===== config.mk =====
export PLATFORM = sky130hd
export DESIGN_NAME = linear_regression_sgd_step_unit
export DESIGN_NICKNAME = d
export VERILOG_FILES = /design/src/rtl/core/lrsgd_pkg.sv /design/src/rtl/core/lrsgd_mul.sv /design/src/rtl/core/lrsgd_wstore.sv /design/src/rtl/core/linear_regression_sgd_step_unit.sv
export VERILOG_INCLUDE_DIRS = /design/src /design/src/rtl/core
export SDC_FILE = /design/constraint.sdc
export NUM_CORES = 2
export LEC_CHECK = 0
export BUFFER_PORTS_ARGS = -buffer_cell sky130_fd_sc_hd__buf_2
export CORE_MARGIN = 8
export CORE_UTILIZATION = 48
export DETAILED_ROUTE_END_ITERATION = 8
export PLACE_DENSITY = 0.66
export SYNTH_ARGS = -nofsm -noshare
export SYNTH_HDL_FRONTEND = slang
export SYNTH_SLANG_ARGS = --single-unit

===== constraint.sdc =====
create_clock -name i_clk -period 8.4 [get_ports i_clk]
set_clock_uncertainty 0.05 [all_clocks]
set_input_delay 0.42 -clock i_clk [delete_from_list [all_inputs] [get_ports i_clk]]
set_output_delay 0.42 -clock i_clk [all_outputs]
set_load 0.03 [all_outputs]

===== src/rtl/core/linear_regression_sgd_step_unit_macros.svh =====
// Assertion macros shared by the linear regression SGD step unit RTL.
// No dependencies; included by files that carry concurrent checks.
`ifndef LINEAR_REGRESSION_SGD_STEP_UNIT_MACROS_SVH
`define LINEAR_REGRESSION_SGD_STEP_UNIT_MACROS_SVH
`ifndef ASSERT_OFF
`define LRSGD_ASSERT_SAME(label, clk, rst_n, ante, cons) \
    label: assert property (@(posedge clk) disable iff (!rst_n) (ante) |-> (cons)) \
        else $error("same-cycle check failed");
`define LRSGD_ASSERT_NEXT(label, clk, rst_n, ante, cons) \
    label: assert property (@(posedge clk) disable iff (!rst_n) (ante) |=> (cons)) \
        else $error("next-cycle check failed");
`else
`define LRSGD_ASSERT_SAME(label, clk, rst_n, ante, cons)
`define LRSGD_ASSERT_NEXT(label, clk, rst_n, ante, cons)
`endif
`endif


===== src/rtl/core/lrsgd_pkg.sv =====
// Package for the linear regression SGD step unit: request codes, fixed
// widths, control struct and saturation helpers. No dependencies.
`default_nettype none

package lrsgd_pkg;

    localparam int FEAT_W = 16;
    localparam int WGT_W  = 32;
    localparam int ACC_W  = 48;
    localparam int LR_W   = 16;
    localparam int WIDE_W = 49;
    localparam int MUL_A_W = 34;
    localparam int MUL_B_W = 18;
    localparam int MUL_P_W = MUL_A_W + MUL_B_W;

    localparam logic [1:0] REQ_TRAIN   = 2'd0;
    localparam logic [1:0] REQ_PREDICT = 2'd1;
    localparam logic [1:0] REQ_CLEAR   = 2'd2;

    localparam logic [LR_W-1:0] LR_RESET = 16'd655;

    typedef struct packed {
        logic clr;
        logic wr;
        logic rd;
    } t_wst_ctl;

    function automatic logic [WGT_W-1:0] sat32(input logic [WIDE_W-1:0] v);
        logic [WIDE_W-1:0] hi;
        logic [WIDE_W-1:0] lo;
        hi = {{(WIDE_W-WGT_W+1){1'b0}}, {(WGT_W-1){1'b1}}};
        lo = ~hi;
        if ($signed(v) > $signed(hi)) begin
            sat32 = hi[WGT_W-1:0];
        end else if ($signed(v) < $signed(lo)) begin
            sat32 = lo[WGT_W-1:0];
        end else begin
            sat32 = v[WGT_W-1:0];
        end
    endfunction

    function automatic logic [ACC_W-1:0] sat48(input logic [WIDE_W-1:0] v);
        if (v[WIDE_W-1] != v[WIDE_W-2]) begin
            sat48 = v[WIDE_W-1] ? {1'b1, {(ACC_W-1){1'b0}}} : {1'b0, {(ACC_W-1){1'b1}}};
        end else begin
            sat48 = v[ACC_W-1:0];
        end
    endfunction

endpackage

`default_nettype wire


===== src/rtl/core/lrsgd_mul.sv =====
// Shared signed multiplier with registered product.
// Depends on lrsgd_pkg.
`default_nettype none

module lrsgd_mul
    import lrsgd_pkg::*;
(
    input  wire                 i_clk,
    input  wire                 i_en,
    input  wire [MUL_A_W-1:0]   i_a,
    input  wire [MUL_B_W-1:0]   i_b,
    output logic [MUL_P_W-1:0]  o_p
);

    logic [MUL_P_W-1:0] r_p;

    always_ff @(posedge i_clk) begin
        if (i_en) begin
            r_p <= $signed({{(MUL_P_W-MUL_A_W){i_a[MUL_A_W-1]}}, i_a})
                 * $signed({{(MUL_P_W-MUL_B_W){i_b[MUL_B_W-1]}}, i_b});
        end
    end

    assign o_p = r_p;

endmodule

`default_nettype wire


===== src/rtl/core/lrsgd_wstore.sv =====
// Weight store: single-port memory with per-entry valid bits, registered read.
// Depends on lrsgd_pkg. Invalid entries read as zero.
`default_nettype none

module lrsgd_wstore
    import lrsgd_pkg::*;
#(
    parameter int DEPTH = 16,
    parameter int IDX_W = 4
) (
    input  wire               i_clk,
    input  wire               i_rst_n,
    input  t_wst_ctl          i_ctl,
    input  wire [IDX_W-1:0]   i_addr,
    input  wire [WGT_W-1:0]   i_wdata,
    output logic [WGT_W-1:0]  o_rdata
);

    logic [WGT_W-1:0] r_mem [DEPTH];
    logic [DEPTH-1:0] r_vld;
    logic [DEPTH-1:0] n_vld;
    logic [WGT_W-1:0] r_rd;
    logic             r_rd_vld;

    always_comb begin
        n_vld = r_vld;
        if (i_ctl.clr) begin
            n_vld = '0;
        end else if (i_ctl.wr) begin
            n_vld[i_addr] = 1'b1;
        end
    end

    always_ff @(posedge i_clk) begin
        if (!i_rst_n) begin
            r_vld    <= '0;
            r_rd_vld <= 1'b0;
        end else begin
            r_vld <= n_vld;
            if (i_ctl.rd) begin
                r_rd_vld <= r_vld[i_addr];
            end
        end
    end

    always_ff @(posedge i_clk) begin
        if (i_ctl.wr) begin
            r_mem[i_addr] <= i_wdata;
        end
        if (i_ctl.rd) begin
            r_rd <= r_mem[i_addr];
        end
    end

    assign o_rdata = r_rd_vld ? r_rd : '0;

endmodule

`default_nettype wire


===== src/rtl/core/linear_regression_sgd_step_unit.sv =====
// Top level of the linear regression SGD step unit: sequencer, feature buffer.
// Depends on lrsgd_pkg, lrsgd_mul, lrsgd_wstore and the assertion macro header.
//
//   channel | valid       | ready        | payload
//   --------+-------------+--------------+---------------------------------------------
//   in      | i_in_valid  | o_in_ready   | i_req_type i_feature_value i_feature_last i_target
//   out     | o_out_valid | i_out_ready  | o_prediction o_error o_was_trained
//   cfg     | i_cfg_valid | o_cfg_ready  | i_cfg_learning_rate
//
// A feature word goes through weight read, multiply and accumulate; a last word adds
// prediction, error and output load. Training adds the step, then a weight read, multiply
// and write per stored feature, all through the one shared multiplier and weight port.
// Reset is synchronous and clears weights (valid bits), bias, count and accumulator.
// A pending output word stalls the next result only; input is taken again when idle.
`default_nettype none

`include "linear_regression_sgd_step_unit_macros.svh"

module linear_regression_sgd_step_unit
    import lrsgd_pkg::*;
#(
    parameter int MAX_FEATURES = 16
) (
    input  wire                i_clk,
    input  wire                i_rst_n,
    input  wire                i_in_valid,
    output logic               o_in_ready,
    input  wire [1:0]          i_req_type,
    input  wire [FEAT_W-1:0]   i_feature_value,
    input  wire                i_feature_last,
    input  wire [FEAT_W-1:0]   i_target,
    output logic               o_out_valid,
    input  wire                i_out_ready,
    output logic [WGT_W-1:0]   o_prediction,
    output logic [WGT_W-1:0]   o_error,
    output logic               o_was_trained,
    input  wire                i_cfg_valid,
    output logic               o_cfg_ready,
    input  wire [LR_W-1:0]     i_cfg_learning_rate
);

    localparam int IDX_W = (MAX_FEATURES > 1) ? $clog2(MAX_FEATURES) : 1;
    localparam int CNT_W = $clog2(MAX_FEATURES + 1);
    localparam logic [CNT_W-1:0] CNT_MAX = CNT_W'(MAX_FEATURES);

    localparam logic [3:0] S_IDLE     = 4'd0;
    localparam logic [3:0] S_MAC_MUL  = 4'd1;
    localparam logic [3:0] S_MAC_ACC  = 4'd2;
    localparam logic [3:0] S_PRED     = 4'd3;
    localparam logic [3:0] S_ERR      = 4'd4;
    localparam logic [3:0] S_OUT      = 4'd5;
    localparam logic [3:0] S_STEP_MUL = 4'd6;
    localparam logic [3:0] S_STEP     = 4'd7;
    localparam logic [3:0] S_UPD_RD   = 4'd8;
    localparam logic [3:0] S_UPD_MUL  = 4'd9;
    localparam logic [3:0] S_UPD_WR   = 4'd10;

    logic [3:0]          r_state, n_state;
    logic [CNT_W-1:0]    r_cnt, n_cnt;
    logic [IDX_W-1:0]    r_idx, n_idx;
    logic [ACC_W-1:0]    r_acc, n_acc;
    logic [WGT_W-1:0]    r_bias, n_bias;
    logic [LR_W-1:0]     r_lr;
    logic [1:0]          r_req;
    logic                r_last;
    logic [FEAT_W-1:0]   r_x;
    logic [FEAT_W-1:0]   r_tgt;
    logic [WGT_W-1:0]    r_pred;
    logic [WGT_W-1:0]    r_err;
    logic [MUL_A_W-1:0]  r_step;
    logic [FEAT_W-1:0]   r_fbuf [MAX_FEATURES];
    logic [FEAT_W-1:0]   r_fb_rd;
    logic                r_out_valid;
    logic [WGT_W-1:0]    r_out_pred;
    logic [WGT_W-1:0]    r_out_err;
    logic                r_out_trained;

    logic                in_acc;
    logic                out_free;
    logic                fb_wr;
    logic                cnt_full;
    t_wst_ctl            wst_ctl;
    logic [IDX_W-1:0]    wst_addr;
    logic [WGT_W-1:0]    wst_wdata;
    logic [WGT_W-1:0]    wst_rdata;
    logic                mul_en;
    logic [MUL_A_W-1:0]  mul_a;
    logic [MUL_B_W-1:0]  mul_b;
    logic [MUL_P_W-1:0]  mul_p;
    logic [MUL_A_W-1:0]  step_c;
    logic [WIDE_W-1:0]   acc_sum;
    logic [WIDE_W-1:0]   pred_sum;
    logic [WIDE_W-1:0]   err_sum;
    logic [WIDE_W-1:0]   bias_sum;
    logic [WIDE_W-1:0]   wgt_sum;
    logic [CNT_W-1:0]    idx_next;

    assign o_in_ready  = (r_state == S_IDLE);
    assign o_cfg_ready = 1'b1;
    assign in_acc      = i_in_valid && o_in_ready;
    assign out_free    = !r_out_valid || i_out_ready;
    assign cnt_full    = (r_cnt == CNT_MAX);
    assign fb_wr       = in_acc && (i_req_type != REQ_CLEAR) && !cnt_full;
    assign idx_next    = CNT_W'(r_idx) + CNT_W'(1);

    // product >>> 8 for w*x and step*x, product >>> 16 for 2*lr*err
    assign step_c   = mul_p[MUL_A_W+15:16];
    assign acc_sum  = {{(WIDE_W-MUL_P_W+8){mul_p[MUL_P_W-1]}}, mul_p[MUL_P_W-1:8]}
                    + {r_acc[ACC_W-1], r_acc};
    assign pred_sum = {{(WIDE_W-WGT_W){r_bias[WGT_W-1]}}, r_bias}
                    + {r_acc[ACC_W-1], r_acc};
    assign err_sum  = {{(WIDE_W-WGT_W){r_pred[WGT_W-1]}}, r_pred}
                    - {{(WIDE_W-FEAT_W-8){r_tgt[FEAT_W-1]}}, r_tgt, 8'd0};
    assign bias_sum = {{(WIDE_W-WGT_W){r_bias[WGT_W-1]}}, r_bias}
                    - {{(WIDE_W-MUL_A_W){step_c[MUL_A_W-1]}}, step_c};
    assign wgt_sum  = {{(WIDE_W-WGT_W){wst_rdata[WGT_W-1]}}, wst_rdata}
                    - {{(WIDE_W-MUL_P_W+8){mul_p[MUL_P_W-1]}}, mul_p[MUL_P_W-1:8]};

    always_comb begin
        n_state     = r_state;
        n_cnt       = r_cnt;
        n_idx       = r_idx;
        n_acc       = r_acc;
        n_bias      = r_bias;
        wst_ctl     = '0;
        wst_addr    = r_idx;
        wst_wdata   = sat32(wgt_sum);
        mul_en      = 1'b0;
        mul_a       = {{(MUL_A_W-WGT_W){wst_rdata[WGT_W-1]}}, wst_rdata};
        mul_b       = {{(MUL_B_W-FEAT_W){r_x[FEAT_W-1]}}, r_x};
        unique case (r_state)
            S_IDLE: begin
                wst_addr = r_cnt[IDX_W-1:0];
                if (in_acc) begin
                    if (i_req_type == REQ_CLEAR) begin
                        wst_ctl.clr = 1'b1;
                        n_bias      = '0;
                        n_cnt       = '0;
                        n_acc       = '0;
                    end else if (!cnt_full) begin
                        wst_ctl.rd = 1'b1;
                        n_state    = S_MAC_MUL;
                    end else if (i_feature_last) begin
                        n_state = S_PRED;
                    end
                end
            end
            S_MAC_MUL: begin
                mul_en  = 1'b1;
                n_state = S_MAC_ACC;
            end
            S_MAC_ACC: begin
                n_acc   = sat48(acc_sum);
                n_cnt   = r_cnt + CNT_W'(1);
                n_state = r_last ? S_PRED : S_IDLE;
            end
            S_PRED: begin
                n_state = S_ERR;
            end
            S_ERR: begin
                n_state = S_OUT;
            end
            S_OUT: begin
                if (out_free) begin
                    if (r_req == REQ_TRAIN) begin
                        n_state = S_STEP_MUL;
                    end else begin
                        n_cnt   = '0;
                        n_acc   = '0;
                        n_state = S_IDLE;
                    end
                end
            end
            S_STEP_MUL: begin
                mul_en  = 1'b1;
                mul_a   = {{(MUL_A_W-WGT_W){r_err[WGT_W-1]}}, r_err};
                mul_b   = {1'b0, r_lr, 1'b0};
                n_state = S_STEP;
            end
            S_STEP: begin
                n_bias  = sat32(bias_sum);
                n_idx   = '0;
                n_state = S_UPD_RD;
            end
            S_UPD_RD: begin
                wst_ctl.rd = 1'b1;
                n_state    = S_UPD_MUL;
            end
            S_UPD_MUL: begin
                mul_en  = 1'b1;
                mul_a   = r_step;
                mul_b   = {{(MUL_B_W-FEAT_W){r_fb_rd[FEAT_W-1]}}, r_fb_rd};
                n_state = S_UPD_WR;
            end
            S_UPD_WR: begin
                wst_ctl.wr = 1'b1;
                if (idx_next == r_cnt) begin
                    n_cnt   = '0;
                    n_acc   = '0;
                    n_state = S_IDLE;
                end else begin
                    n_idx   = idx_next[IDX_W-1:0];
                    n_state = S_UPD_RD;
                end
            end
            default: begin
                n_state = S_IDLE;
            end
        endcase
    end

    always_ff @(posedge i_clk) begin
        if (!i_rst_n) begin
            r_state     <= S_IDLE;
            r_cnt       <= '0;
            r_idx       <= '0;
            r_acc       <= '0;
            r_bias      <= '0;
            r_lr        <= LR_RESET;
            r_out_valid <= 1'b0;
        end else begin
            r_state <= n_state;
            r_cnt   <= n_cnt;
            r_idx   <= n_idx;
            r_acc   <= n_acc;
            r_bias  <= n_bias;
            if (i_cfg_valid) begin
                r_lr <= i_cfg_learning_rate;
            end
            if (r_state == S_OUT && out_free) begin
                r_out_valid <= 1'b1;
            end else if (i_out_ready) begin
                r_out_valid <= 1'b0;
            end
        end
    end

    always_ff @(posedge i_clk) begin
        if (in_acc) begin
            r_req  <= i_req_type;
            r_last <= i_feature_last;
            r_x    <= i_feature_value;
            r_tgt  <= i_target;
        end
        if (fb_wr) begin
            r_fbuf[r_cnt[IDX_W-1:0]] <= i_feature_value;
        end
        if (r_state == S_UPD_RD) begin
            r_fb_rd <= r_fbuf[r_idx];
        end
        if (r_state == S_PRED) begin
            r_pred <= sat32(pred_sum);
        end
        if (r_state == S_ERR) begin
            r_err <= sat32(err_sum);
        end
        if (r_state == S_STEP) begin
            r_step <= step_c;
        end
        if (r_state == S_OUT && out_free) begin
            r_out_pred    <= r_pred;
            r_out_err     <= r_err;
            r_out_trained <= (r_req == REQ_TRAIN);
        end
    end

    lrsgd_mul u_mul (
        .i_clk (i_clk),
        .i_en  (mul_en),
        .i_a   (mul_a),
        .i_b   (mul_b),
        .o_p   (mul_p)
    );

    lrsgd_wstore #(
        .DEPTH (MAX_FEATURES),
        .IDX_W (IDX_W)
    ) u_wstore (
        .i_clk   (i_clk),
        .i_rst_n (i_rst_n),
        .i_ctl   (wst_ctl),
        .i_addr  (wst_addr),
        .i_wdata (wst_wdata),
        .o_rdata (wst_rdata)
    );

    assign o_out_valid   = r_out_valid;
    assign o_prediction  = r_out_pred;
    assign o_error       = r_out_err;
    assign o_was_trained = r_out_trained;

    `LRSGD_ASSERT_SAME(a_cnt_bound, i_clk, i_rst_n, 1'b1, r_cnt <= CNT_MAX)
    `LRSGD_ASSERT_SAME(a_upd_idx, i_clk, i_rst_n, r_state == S_UPD_WR, idx_next <= r_cnt)
    `LRSGD_ASSERT_NEXT(a_clear, i_clk, i_rst_n, in_acc && i_req_type == REQ_CLEAR,
        r_bias == '0 && r_cnt == '0 && r_acc == '0)
    `LRSGD_ASSERT_NEXT(a_out_hold, i_clk, i_rst_n,
        r_state == S_OUT && r_out_valid && !i_out_ready, r_state == S_OUT)

endmodule

`default_nettype wire

# == Yosys cells after proc, flatten, opt, wreduce, memory -nomap -nowiden ==
# Memory sizes are Yosys's and may differ from the RTL's. A register that Yosys moved wholly into a read port is not among the register bits.
# Cells that the tools add are included.
# word_totals
wordCells,142
output_inout_bits,68
mem_count,2
ff_bits,377
inputBits,56
ramBits,768
# mem_list
name,depth,word_bits,rd,rd_ports_with_merged_regs,write_ports,line_no,rtl
u_wstore.r_mem,16,32,1,1,1,lrsgd_wstore.sv:19,logic [WGT_W-1:0] r_mem [DEPTH];
r_fbuf,16,16,1,1,1,linear_regression_sgd_step_unit.sv:71,logic [FEAT_W-1:0] r_fbuf [MAX_FEATURES];
# classes
n_bitwise,2
order_cmp,10
reduce_logical,20
n_mux,57
multipliers,1
addsub,7
eq_ne,23
# op_table
cell,n
2-to-1 mux 48 bit,7
2-to-1 mux 32 bit,9
one-hot mux 48 bit (4 select lines),1
one-hot mux 34 bit (2 select lines),1
one-hot mux 32 bit (2 select lines),1
multiplier 34 x 18 -> 52 bit,1
adder 32 x 48 -> 49 bit,1
adder 44 x 48 -> 49 bit,1
> comparator 49 x 32 -> 1 bit (second input constant),1
< comparator 49 x 32 -> 1 bit (second input constant),1
> comparator 45 x 32 -> 1 bit (second input constant),1
< comparator 45 x 32 -> 1 bit (second input constant),1
subtractor 32 x 44 -> 45 bit,1
one-hot mux 4 bit (11 select lines),1
one-hot mux 18 bit (2 select lines),1
> comparator 35 x 32 -> 1 bit (second input constant),1
< comparator 35 x 32 -> 1 bit (second input constant),1
subtractor 32 x 34 -> 35 bit,1
> comparator 33 x 32 -> 1 bit (second input constant),1
< comparator 33 x 32 -> 1 bit (second input constant),1
subtractor 32 x 24 -> 33 bit,1
2-to-1 mux 4 bit,8
2-to-1 mux 5 bit,5
one-hot mux 5 bit (4 select lines),1
37 further kinds,71

# == Logic depth before layout (Yosys ltp) ==
# depth
word_depth,7
depth_mapped,34
ltp_nobuf,29

# == Hierarchy ==
# From an unflattened synthesis, not the netlist that was laid out.
# unflattened
cells_unflattened,6409
hier_area_um2,77483.1
# modules_own_cells
module,n_inst,area_per_inst_um2,seq_area_each_um2,cells_per_inst
linear_regression_sgd_step_unit,1,33527.2,16315.6,3076
lrsgd_mul,1,22824.4,1561.5,2485
lrsgd_wstore,1,21131.5,16676.0,848

# == Worst setup path after synthesis ==
# No wires, ideal clock.
# synth_timing
path_kind,reg2reg
from,register r_state[1]
to,"register u_mul.r_p[44], in the netlist u_mul.o_p[44], data pin"
setup_ps,136
t_required_ps,8214
period_less_slack_ps,8235
arrival_ps,8049
path_slack_ps,165
n_path_buf,5
path_stages_with_launch,32
path_cell_list,dfxtp_1 > buf_2 > and4bb_2 > clkbuf_1 > clkbuf_1 > buf_1 > a22oi_1 > o21ai_0 > clkbuf_1 > nand2_1 > fa_1 > fa_1 > fa_1 > inv_1 > fa_1 > fa_1 > inv_1 > fa_1 > inv_1 > ha_1 > a21o_1 > a21o_1 > a21o_1 > a21o_1 > a21o_1 > a22o_1 > a31oi_2 > a211oi_1 > nor3_2 > o21ai_1 > or4b_1 > nand3_1
# synth_via
elab_chain_len,3
word_cells_on_any_way,5
classes_between,1 x mul; 2 x eq/ne; 2 x mux
# synth_lines
item,line_no,rtl
start: declaration,linear_regression_sgd_step_unit.sv:58,"logic [3:0] r_state, n_state;"
start signal: assignment,linear_regression_sgd_step_unit.sv:222,r_state <= n_state;
== test 4 bit / == test 4 x 3 -> 1 bit (equally long branches),linear_regression_sgd_step_unit.sv:131,unique case (r_state)
one-hot mux 34 bit (2 select lines) / one-hot mux 18 bit (2 select lines) (equally long branches),linear_regression_sgd_step_unit.sv:131,
multiplier 34 x 18 -> 52 bit *,lrsgd_mul.sv:20,"* $signed({{(MUL_P_W-MUL_B_W){i_b[MUL_B_W-1]}}, i_b});"
end signal: assignment,lrsgd_mul.sv:19,"r_p <= $signed({{(MUL_P_W-MUL_A_W){i_a[MUL_A_W-1]}}, i_a})"
end: declaration,lrsgd_mul.sv:15,logic [MUL_P_W-1:0] r_p;
# Mark *: on every way between the ends. The rest lies on a longest branch, timed or not.
# A chain may end at the register's enable or synchronous reset.

# == Worst setup path in the final report ==
# layout_timing
from,register r_state[2]
to,"register u_mul.r_p[44], in the netlist u_mul.o_p[44], data pin"
# Same word-level chain as after synthesis.

==> flow_summary_export.csv <==
group,metric,value,unit
worst_setup_path,worst-path-max-fanout,10,
grt,grt_max_degree,108,
worst_setup_path,crit_arrival,8710,ps
grt,antenna_found_initial,19,
pwr,seq_power_share,50.0,%
clocking,cts_root_buffer,"clkbuf_16",
routing,drtIter0Drc,5537,
die,die-area,0.1704,mm^2
worst_setup_path,worstSetupPathType,"flop to flop",
grt,grt-ovfl-total,0,
grt,grt_pass1_wl,330300,um
routing,viasPerCell,5.863,
logic_synthesis,synth_flop_cell,"edfxtp_1",
routing,num_vias,51390,
die,core,0.1564,mm^2
timing,tightest_slew,1228,ps
placed_design,numPortBuffers,122,
pwr,p_sw_share,25.06,%
logic_synthesis,syn_area,0.07559,mm^2
die,row_count,145,
timing,setup_tns,0,ps
clocking,cts_tree,"yes",
timing,setup_viol,0,
logic_synthesis,synth_nets,7311,
die,start_util,48.33,%
placed_design,place_hpwl,164200,um
routing,wl_met1,89000,um
worst_setup_path,cp_slowest_cell,"fa_1",
worst_setup_path,startpoint_type,"flop",
worst_setup_path,worst_path_largest_cell_delay,530,ps
timing,finalCritPeriodShare,97.02,%
logic_synthesis,synthCells,6343,
clocking,insertion_delay,790,ps
grt,grt_pass1_vias,51300,
logic_synthesis,synth_edf_count,1058,
placed_design,gp_congestion,1.041,
pwr,p_sw,3.354,mW
clocking,htree_levels,3,
pwr,p_int,10.03,mW
die,dieHeight,412.8,um
routing,first_pass_iters,7,
routing,wl_met3,21890,um
die,ios,124,
flow_run,cap_viol_max_count,0,
routing,drc,0,
cells_and_area,multi_input_area,0.03748,mm^2
worst_setup_path,worstSetupEndpointType,"flop",
cells_and_area,post-route-util,53.98,%
placed_design,dp.cells,8477,
pwr,p_clk_share,39.6,%
routing,antenna_left,0,
logic_synthesis,seq_area_frac_synth,45.39,%
logic_synthesis,synthDistinctLibCells,103,
grt,grt.total_usage,25.92,%
routing,drt_wl_total,223300,um
pwr,leakagePower,34.59,nW
clocking,numClockSinks,1185,
status,status,"completed",
worst_setup_path,crit_buf_inv,7,
cells_and_area,final_cell_mix,"1058 x edfxtp_1, 831 x inv_1, 746 x nand2_1",
pwr,pwr_density_cell,158.6,mW/mm^2
cells_and_area,final_common_cell,"edfxtp_1",
routing,met2_length,100900,um
logic_synthesis,ys_ff_latch,1185,
timing,hold_viol,0,
worst_hold_path,holdCritPathClass,"primary input to flop",
pwr,irDropWorstVdd,0.0001989,V
timing,relSlewSlack,17.85,%
pwr,comb_power_share,10.3,%
worst_setup_path,cpMostUsedCell,"fa_1",
routing,wl_per_cell,25.48,um
cells_and_area,n_fill_cell,13140,
clocking,cts_buffer_depth,3,
die,fp.dieW,412.8,um
timing,slew_viol_final,0,
worst_setup_path,critPathTopFamily,"adder cells",
cells_and_area,syn_to_final_growth,11.67,%
logic_synthesis,async_reset_ff_share,0,%
worst_setup_path,required,8960,ps
cells_and_area,ff_latch_area,0.03432,mm^2
routing,highest_layer,"met5",
timing,fin_crit,8150,ps
cells_and_area,fin_nets,7567,
cells_and_area,drive_gt1_share,12.30,%
logic_synthesis,syn_area_per_cell,11.92,um^2
logic_synthesis,ys_warn_count,0,
clocking,cts_made_buffers,116,
timing,fmax,0.1227,GHz
cells_and_area,fin_cells,8765,
clocking,clk_pin_slew,70,ps
==> power groups by stage <==
stage	Clock (mW)	Sequential (mW)	Combinational [mW]
finish	5.31	6.70	1.38
global route	5.60	6.69	1.50
CTS	5.39	6.69	1.37
detailed placement	0	6.81	1.34
global placement	0	6.81	1.32
floorplan	0	6.73	0.900
==> sequential cells by signal, summed over array words and instances, names as in the netlist, 5 cells and up <==
signal	count
o_prediction	32
r_lr	16
r_fb_rd	16
u_wstore.r_mem	512
r_fbuf	256
r_x	16
r_bias	32
o_error	32
r_acc	48
u_wstore.r_vld	16
u_mul.o_p	44
u_wstore.r_rd	32
r_step	34
r_err	32
r_cnt	5
r_tgt	16
r_pred	32
==> worst reg2reg max path: cells and delay by family (launching register included) <==
| kind | cells | cell delay [ps] |
|---|---|---|
| flops | 1 | 400 |
| buf+inv | 7 | 1030 |
| simple gates | 5 | 1190 |
| fa+ha+maj | 7 | 3350 |
| compound gates | 10 | 1970 |
==> final timing paths <==
path	depth (start not counted)	from	slack, ps	endpoint
setup / recovery	29	r_state[2]	250	u_mul.o_p[44]
hold reg to reg	0	r_pred[3]	410	o_prediction[3]
setup reg to reg	29	r_state[2]	250	u_mul.o_p[44]
hold / removal	3	i_out_ready	110	o_out_valid
==> per-stage QoR <==
step                hold WS (ps)  cell area [um^2]  setup slack (ps)  power (mW)
detailed placement         390.8             79810            -424.4       8.152
finish                     111.2             84410             250.4       13.38
global route               78.00             84400            -15.58       13.79
CTS                        33.56             84220            -44.08       13.44
floorplan                  376.4             75590             164.9       7.629
global placement           388.6             79810            -114.9       8.130
==> synth_stat cells, types with 8 or more instances <==
| cell | count | share of area, % |
|---|---|---|
| fa_1 | 589 | 16 |
| a21boi_0 | 22 | 0.22 |
| o21ai_0 | 169 | 1.1 |
| o211ai_1 | 25 | 0.25 |
| a211oi_1 | 54 | 0.54 |
| xnor2_1 | 140 | 1.6 |
| and3_1 | 26 | 0.22 |
| a31oi_1 | 71 | 0.59 |
| dfxtp_1 | 127 | 3.4 |
| nand3_1 | 60 | 0.40 |
| a21boi_1 | 17 | 0.17 |
| o21ai_1 | 45 | 0.30 |
| o31ai_1 | 14 | 0.14 |
| buf_2 | 27 | 0.18 |
| mux4_2 | 212 | 6.3 |
| nand2b_1 | 34 | 0.28 |
| clkbuf_1 | 202 | 1.0 |
| nor2_1 | 479 | 2.4 |
| o31a_1 | 16 | 0.19 |
| inv_1 | 832 | 4.1 |
| mux2i_1 | 24 | 0.32 |
| o21bai_1 | 26 | 0.26 |
| a21oi_1 | 182 | 1.2 |
| nor3_1 | 65 | 0.43 |
| a21o_1 | 202 | 2.0 |
| o21a_1 | 63 | 0.63 |
| and2_1 | 78 | 0.65 |
| o2111ai_1 | 10 | 0.12 |
| a22oi_1 | 48 | 0.48 |
| a221o_1 | 15 | 0.20 |
| buf_1 | 17 | 0.084 |
| nor4_1 | 8 | 0.066 |
| a211o_1 | 10 | 0.12 |
| nand2_1 | 747 | 3.7 |
| nor2b_1 | 48 | 0.40 |
| xor2_1 | 62 | 0.72 |
| and4_1 | 8 | 0.093 |
| or3_1 | 20 | 0.17 |
| nand4_1 | 33 | 0.27 |
| ha_1 | 323 | 5.3 |
| edfxtp_1 | 1058 | 42 |
==> cell type report <==
type                            instances  area share (%)
Tap cell                             2058           3.050
Timing Repair Buffer                  395           3.553
Sequential cell                      1185           40.66
Inverter                              834           3.713
Clock inverter                         62          0.8701
Multi-Input combinational cell       4067           44.41
Antenna cell                            7         0.02075
Clock buffer                          157           3.729
==> repair_timing <==
item | 4_1_cts | 5_1_grt
setup endpoints to repair | 13 | 15
pin swaps | 0 | 3
hold endpoints to repair | 271 | 0
hold buffers | 51 | 0
gates resized for setup | 9 | 24
setup buffers | 0 | 11
==> cells by family after synthesis <==
group | count (synthesis) | synth area share, %
and+or+nand+nor | 1649 | 9.543
DFF | 1185 | 45.39
buffers and inverters | 1091 | 5.544
AOI/OAI and AO/OA | 1064 | 9.538
adders and majority gates | 912 | 20.95
muxes | 238 | 6.669
xor gates and xnor gates | 203 | 2.362
other | 1 | 0.004961
==> per-layer routing <==
metal | track usage (%) | up-vias
li1 | - | 22560
met1 | 34.55 | 25970
met2 | 40.33 | 2354
met3 | 6.292 | 502
met4 | 11.87 | 4
met5 | 0 | -
(Power assumes the default switching activity.)
